<file path="config.mk">
export PLATFORM = sky130hd
export DESIGN_NAME = pfle_line
export DESIGN_NICKNAME = d
export VERILOG_FILES = /design/src/rtl/pfle_pkg.sv /design/src/rtl/pfle_line.sv
export SDC_FILE = /design/constraint.sdc
export NUM_CORES = 1
export LEC_CHECK = 0
export BUFFER_PORTS_ARGS = -buffer_cell sky130_fd_sc_hd__buf_2
export CAP_MARGIN = 10
export CORE_UTILIZATION = 62
export DETAILED_ROUTE_END_ITERATION = 7
export PLACE_DENSITY = 0.83
export RECOVER_POWER = 50
export SYNTH_ARGS = -nofsm -noshare
export SYNTH_HDL_FRONTEND = slang
export SYNTH_SLANG_ARGS = --single-unit
</file>
<file path="constraint.sdc">
create_clock -name clk_i -period 6.5 [get_ports clk_i]
set_input_delay 0.65 -clock clk_i [delete_from_list [all_inputs] [get_ports clk_i]]
set_output_delay 0.65 -clock clk_i [all_outputs]
set_load 0.005 [all_outputs]
</file>
<file path="src/rtl/pfle_pkg.sv">
// Package with command codes and shared types for the line and rectangle engine.
package pfle_pkg;

  typedef enum logic [1:0] {
    CMD_LINE  = 2'd0,
    CMD_RECT  = 2'd1,
    CMD_CLEAR = 2'd2,
    CMD_READ  = 2'd3
  } cmd_e;

  // One pixel request from the stepper to the pixel writer.
  typedef struct packed {
    logic       valid;
    logic [7:0] x;
    logic [7:0] y;
    logic       on;
  } pix_req_t;

endpackage

</file>
<file path="src/rtl/pfle_line.sv">
// Bresenham line stepper that emits one pixel request per step.
module pfle_line (
  input  logic            clk_i,
  input  logic            rst_ni,
  input  logic            start_i,
  input  logic [7:0]      x0_i,
  input  logic [7:0]      y0_i,
  input  logic [7:0]      x1_i,
  input  logic [7:0]      y1_i,
  input  logic            on_i,
  input  logic            adv_i,
  output pfle_pkg::pix_req_t pix_o,
  output logic            busy_o
);

  logic              busy_q, busy_d;
  logic [8:0]        x_q, x_d, y_q, y_d;
  logic [8:0]        x1_q, y1_q;
  logic [8:0]        dx_q, dy_q;
  logic              sx_q, sy_q, on_q;
  logic signed [10:0] err_q, err_d;
  logic signed [11:0] e2;
  logic [8:0]        dxs, dys;

  assign dxs = (x1_i > x0_i) ? {1'b0, x1_i - x0_i} : {1'b0, x0_i - x1_i};
  assign dys = (y1_i > y0_i) ? {1'b0, y1_i - y0_i} : {1'b0, y0_i - y1_i};
  assign e2  = {err_q[10], err_q} <<< 1;

  always_comb begin
    busy_d = busy_q;
    x_d    = x_q;
    y_d    = y_q;
    err_d  = err_q;
    if (busy_q && adv_i) begin
      if (x_q == x1_q && y_q == y1_q) begin
        busy_d = 1'b0;
      end else begin
        if (e2 > -$signed({3'b0, dy_q})) begin
          err_d = err_d - $signed({2'b0, dy_q});
          x_d   = sx_q ? x_q + 9'd1 : x_q - 9'd1;
        end
        if (e2 < $signed({3'b0, dx_q})) begin
          err_d = err_d + $signed({2'b0, dx_q});
          y_d   = sy_q ? y_q + 9'd1 : y_q - 9'd1;
        end
      end
    end
  end

  always_ff @(posedge clk_i or negedge rst_ni) begin
    if (!rst_ni) begin
      busy_q <= 1'b0;
    end else if (start_i) begin
      busy_q <= 1'b1;
    end else begin
      busy_q <= busy_d;
    end
  end

  always_ff @(posedge clk_i) begin
    if (start_i) begin
      x_q   <= {1'b0, x0_i};
      y_q   <= {1'b0, y0_i};
      x1_q  <= {1'b0, x1_i};
      y1_q  <= {1'b0, y1_i};
      dx_q  <= dxs;
      dy_q  <= dys;
      sx_q  <= x0_i < x1_i;
      sy_q  <= y0_i < y1_i;
      on_q  <= on_i;
      err_q <= $signed({2'b0, dxs}) - $signed({2'b0, dys});
    end else begin
      x_q   <= x_d;
      y_q   <= y_d;
      err_q <= err_d;
    end
  end

  // Coordinates stay in 0..255 along a line, so the low byte is exact.
  assign pix_o.valid = busy_q;
  assign pix_o.x     = x_q[7:0];
  assign pix_o.y     = y_q[7:0];
  assign pix_o.on    = on_q;
  assign busy_o      = busy_q;

endmodule

</file>
# ---- Word level (Yosys, flattened, before mapping)
# Index checks and enable logic that the tools add are counted.
dict set report totals {
  regBits 67
  inputBits 37
  output_inout_bits 19
  word_cells 69
}
dict set report classes {
  n_addsub 12
  magnitude_cmp 6
  n_eq_ne 3
  mux 22
  bitwise 1
  reduce_logical 12
}
# cell count
set op_table {}
lappend op_table {{$mux 8} 10}
lappend op_table {{$mux 11} 7}
lappend op_table {{$sub 8x8->8} 4}
lappend op_table {{$add 9x1->9 const B} 2}
lappend op_table {{$eq 9x8->1} 2}
lappend op_table {{$mux 9} 2}
lappend op_table {{$sub 9x1->9 const B} 2}
lappend op_table {{$gt 8x8->1} 2}
lappend op_table {{$lt 8x8->1} 2}
lappend op_table {{$gt 12x12->1} 1}
lappend op_table {{$lt 12x10->1} 1}
lappend op_table {{$neg 9->12} 1}
lappend op_table {{$reduce_and 3->1} 4}
lappend op_table {{$add 11x10->11} 1}
lappend op_table {{$sub 11x10->11} 1}
lappend op_table {{$sub 8x8->9} 1}
lappend op_table {{$reduce_bool 2->1} 4}
lappend op_table {{$reduce_and 2->1} 2}
lappend op_table {{$mux 1} 3}
lappend op_table {{$logic_and 1x1->1} 2}
lappend op_table {{$ne 2x2->1 const B} 1}
lappend op_table {{$not 1->1} 1}

# ---- Longest topological paths before layout
dict set report depth {
  word_depth 10
  depth_mapped 22
  ltp_nobuf 21
}

# ---- Least setup slack after synthesis
# OpenSTA, ideal clock, no wires.
dict set report synth_path {
  path_kind {register -> register}
  start {register dy_q[2]}
  end {register err_q[10] (data pin)}
  setup_time_ns 0.267
  arrival_time_ns 4.244
  t_required_ns 6.233
  setup_slack_ns 1.990
  path_stages_with_launch 20
  path_buffers 1
  synth_period_minus_slack_ns 4.510
  path_cell_list {edfxtp_1 -> inv_1 -> nand3_1 -> nor3_1 -> nand3_1 -> nor2_1 -> ha_1 -> a21o_1 -> a2111o_1 -> a221oi_2 -> nor2_1 -> buf_2 -> mux2_1 -> fa_1 -> a21oi_1 -> o211ai_1 -> o21ai_0 -> or3_1 -> a2bb2oi_1 -> o211ai_1}
}
dict set report synth_via {
  elab_chain_cells 10
  word_cells_on_any_way 11
  classes_between {add/sub (3); order compare (1); mux (7)}
}
# item line
set synth_rtl {}
lappend synth_rtl {{start, declared} pfle_line.sv:19} ;# logic [8:0] dx_q, dy_q;
lappend synth_rtl {{start signal, assigned} pfle_line.sv:67} ;# dy_q <= dys;
lappend synth_rtl {{$neg 9->12} pfle_line.sv:38} ;# if (e2 > -$signed({3'b0, dy_q})) begin
lappend synth_rtl {{$gt 12x12->1} pfle_line.sv:38}
lappend synth_rtl {{$mux 11 *} pfle_line.sv:38}
lappend synth_rtl {{$mux 11 *} pfle_line.sv:35} ;# if (x_q == x1_q && y_q == y1_q) begin
lappend synth_rtl {{$mux 11 *} pfle_line.sv:34} ;# if (busy_q && adv_i) begin
lappend synth_rtl {{$add 11x10->11} pfle_line.sv:43} ;# err_d = err_d + $signed({2'b0, dx_q});
lappend synth_rtl {{$mux 11 *} pfle_line.sv:42} ;# if (e2 < $signed({3'b0, dx_q})) begin
lappend synth_rtl {{$mux 11 *} pfle_line.sv:35}
lappend synth_rtl {{$mux 11 *} pfle_line.sv:34}
lappend synth_rtl {{$mux 11 *} pfle_line.sv:61} ;# if (start_i) begin
lappend synth_rtl {{end signal, assigned} pfle_line.sv:71} ;# err_q <= $signed({2'b0, dxs}) - $signed({2'b0, dys});
lappend synth_rtl {{end signal, assigned} pfle_line.sv:75} ;# err_q <= err_d;
lappend synth_rtl {{end, declared} pfle_line.sv:21} ;# logic signed [10:0] err_q, err_d;
# Mark *: on every way between the ends. The rest lies on a longest branch, timed or not. The select of a mux whose other input is x is not followed.
# A chain may end at the register's enable or synchronous reset.

# ---- Worst setup path after layout
# Ends and elaborated chain as after synthesis.

==> run summary <==
status: complete, but fails checks
failing checks: max-capacitance violations, max-slew violations
vias in the first global route: 4781
initial antenna violation count: 0
Post-Syn Area per Cell: 9.58 sq um
root buffer cell: clkbuf_8
CTS HTree Levels: 3
Diodes inserted: 0
largest net degree at the start of global routing: 54
layout cells sized above 1: 0.0934
setup TNS: 0 ps
Worst Max-Slew Pin Slew: 2450 ps
worst vdd ir: 0.000245 V
Worst slew margin: -0.631
critical path launch point type: flip-flop
YS warnings: 0
DR WL/cell: 17.2 microns
Async SR Flop Fraction: 0.0154
die area: 0.0107 sq mm
endpoint type of the worst setup path: flip-flop
gr ovfl total: 0
io pins: 56
Synth Flop Type: edfxtp_1
Core Box Area: 0.00986 sq mm
minimum clock period: 5220 ps
site row count: 36
Die Height: 103 microns
number of buffers added on ports: 55
pre-CTS setup slack: 1350 ps
hold slack: 54.4 ps
RSZ-0062 raised after global routing: false
Hold Buf Count CTS: 0
TritonCTS clock tree: yes
Final Skew: 14.4 ps
Total Routed Length: 14400 microns
Residual DRC: 0
global placer's final weighted congestion: 0.881
Clock Latency Late Sink: 350 ps
net count after synthesis: 798
power density over the cells: 444 mW/mm^2
first-pass GRT wire length: 22700 microns
Nets: 837
Detailed Place HPWL: 11500 microns
Antenna Nets Post-Route: 0
Pleak: 0.00306 uW
Design Area, Final: 0.00680 sq mm
clock sink count: 65
Die W: 103 microns
R2R Path End: err_q[10]
DP Area: 0.00662 sq mm
Tcrit/Tclk final: 0.803
Critical R2R Launch: dy_q[2]
Setup-failing EPs final: 0
drt first pass iters: 5
reg-to-reg setup timing slack: 1280 ps
Crit Path Max Fanout: 12
R2R depth: 18
Seq/Total Area, Yosys: 0.303
Fmax achieved: 192 MHz
crit path kind: reg -> reg
Final Hold Viols: 0
Via Count: 5001
Fillers: 757
first-iteration detailed-routing DRC count: 335
gr usage total: 0.284
Req. time, crit path: 6580 ps
Synth Instances: 663
max-slew violation count: 92
area grow syn2layout: 7.05%
crit path capture: err_q[10]
EDFF count, synth: 62
FF+latch count, synth: 65
Reg clk slew, reported paths: 90 ps
clk buf depth: 2
Vias/cell: 5.95
number of gates resized after CTS: 0
Syn Std Cell Area: 0.00635 sq mm
Min-Delay Path Class: in -> async
Post-CTS Setup Bufs: 0
synth unique cells: 60
Num CTS Buffers: 9
CP startpoint: dy_q[2]
Initial Util: 0.644
crit path DAT: 5290 ps
maxcap violations: 2
final worst setup slack: 1280 ps
## worst min path at each step
stage / start / end / slack, ps
finish: rst_ni / busy_o / 50
global route: rst_ni / busy_o / 30
CTS: rst_ni / busy_o / 40
detailed placement: rst_ni / busy_o / 430
global placement: rst_ni / busy_o / 420
floorplan: rst_ni / busy_o / 350
## power breakdown
| part | internal, uW | switching, uW | total (uW) |
|---|---|---|---|
| combinational | 828 | 1040 | 1860 |
| clock | 219 | 175 | 395 |
| sequential | 622 | 136 | 758 |
## critical path, cell delays in order (launching register included)
cell and delay [ps]:
edfxtp_1 430, inv_1 120, nand3_1 130, nor3_1 260
nand3_1 210, xnor2_1 170, ha_1 300, nand2_1 70
nor3_1 310, a221oi_2 170, nor2_1 600, mux2_1 440
fa_1 460, a21oi_1 250, o211ai_1 190, o21ai_0 380
or3_1 170, a2bb2oi_1 190, o211ai_1 130
## metal layers
layer / up-vias / global-route usage / part of all wire
li1: 2409 / - / -
met3: 30 / 0.0417 / 0.059
met4: 0 / 0.0997 / 0.023
met5: - / 0 / 0
met1: 2381 / 0.358 / 0.42
met2: 181 / 0.497 / 0.50
## final cells by class
| cell class | instances | area (sq um) | area share |
|---|---|---|---|
| clock inverter | 7 | 101 | 0.0149 |
| tap | 133 | 166 | 0.0245 |
| clock buffer | 9 | 124 | 0.0182 |
| inverter | 75 | 282 | 0.0414 |
| sequential | 65 | 1930 | 0.283 |
| multi-input combinational | 495 | 3970 | 0.583 |
| timing repair buffer | 56 | 234 | 0.0344 |
## flip-flops by register name, indices dropped and copies added (netlist names)
signal	count
on_q	1
err_q	11
y_q	9
dx_q	8
x_q	9
sy_q	1
dy_q	8
sx_q	1
y1_q	8
x1_q	8
busy_o	1
## cells in the mapped netlist (all sizes together), types with 2 or more instances
| cell | number | area, sq um |
|---|---|---|
| a211oi | 5 | 37.5 |
| a21o | 19 | 144 |
| a21oi | 43 | 219 |
| a31oi | 2 | 12.5 |
| and2 | 3 | 20.0 |
| and3 | 2 | 12.5 |
| and3b | 2 | 17.5 |
| buf | 21 | 156 |
| clkbuf | 7 | 26.3 |
| dfxtp | 2 | 40.0 |
| edfxtp | 62 | 1860 |
| fa | 9 | 180 |
| ha | 89 | 1110 |
| inv | 75 | 282 |
| mux2 | 17 | 191 |
| mux2i | 16 | 160 |
| nand2 | 40 | 150 |
| nand2b | 6 | 37.5 |
| nand3 | 13 | 65.1 |
| nand4 | 6 | 37.5 |
| nor2 | 25 | 93.8 |
| nor2b | 14 | 87.6 |
| nor3 | 20 | 105 |
| nor4 | 8 | 50.1 |
| o2111ai | 2 | 17.5 |
| o211ai | 3 | 22.5 |
| o21a | 6 | 45.0 |
| o21ai | 41 | 205 |
| o21bai | 9 | 67.6 |
| o31ai | 3 | 27.5 |
| o32ai | 2 | 55.1 |
| or2 | 4 | 25.0 |
| or3 | 3 | 18.8 |
| xnor2 | 33 | 289 |
| xor2 | 36 | 315 |
## placed cells by master, fill, tap and decap left out, types with 3 or more instances in the layout
cell type	instances
nand2b_1	6
nor2b_1	14
or3_1	3
fa_1	9
nand2_1	40
nor2_1	25
inv_1	75
a21oi_1	42
o21ai_1	4
nand3_1	13
edfxtp_1	62
clkbuf_8	9
nand4_1	6
xor2_1	36
o21bai_1	9
ha_1	89
xnor2_1	33
buf_2	19
a211oi_1	5
a21o_1	18
mux2i_1	16
o211ai_1	3
o21ai_0	37
mux2_2	15
o21a_1	6
or2_2	3
nor3_1	18
nor4_1	8
clkbuf_1	37
## through the flow
step           utilization  total power (uW)  cells
3_5_place_dp         0.671              2590    824
5_1_grt              0.689              3270    840
6_report             0.689              3020    840
3_3_place_gp         0.671              2500    824
4_1_cts              0.694              3000    840
2_1_floorplan            -              2200    663
## logic make-up (layout without fill, tap and decap cells)
group	count (synthesis)	after routing	share of synthesized area
DFF	65	65	0.303
adders and majority gates	98	98	0.204
muxes	33	33	0.0554
xor gates and xnor gates	69	69	0.0952
buffers and inverters	103	147	0.0731
and+or+nand+nor	150	150	0.119
AOI/OAI and AO/OA	145	145	0.150
No activity file was read; power rests on OpenSTA's default activity.
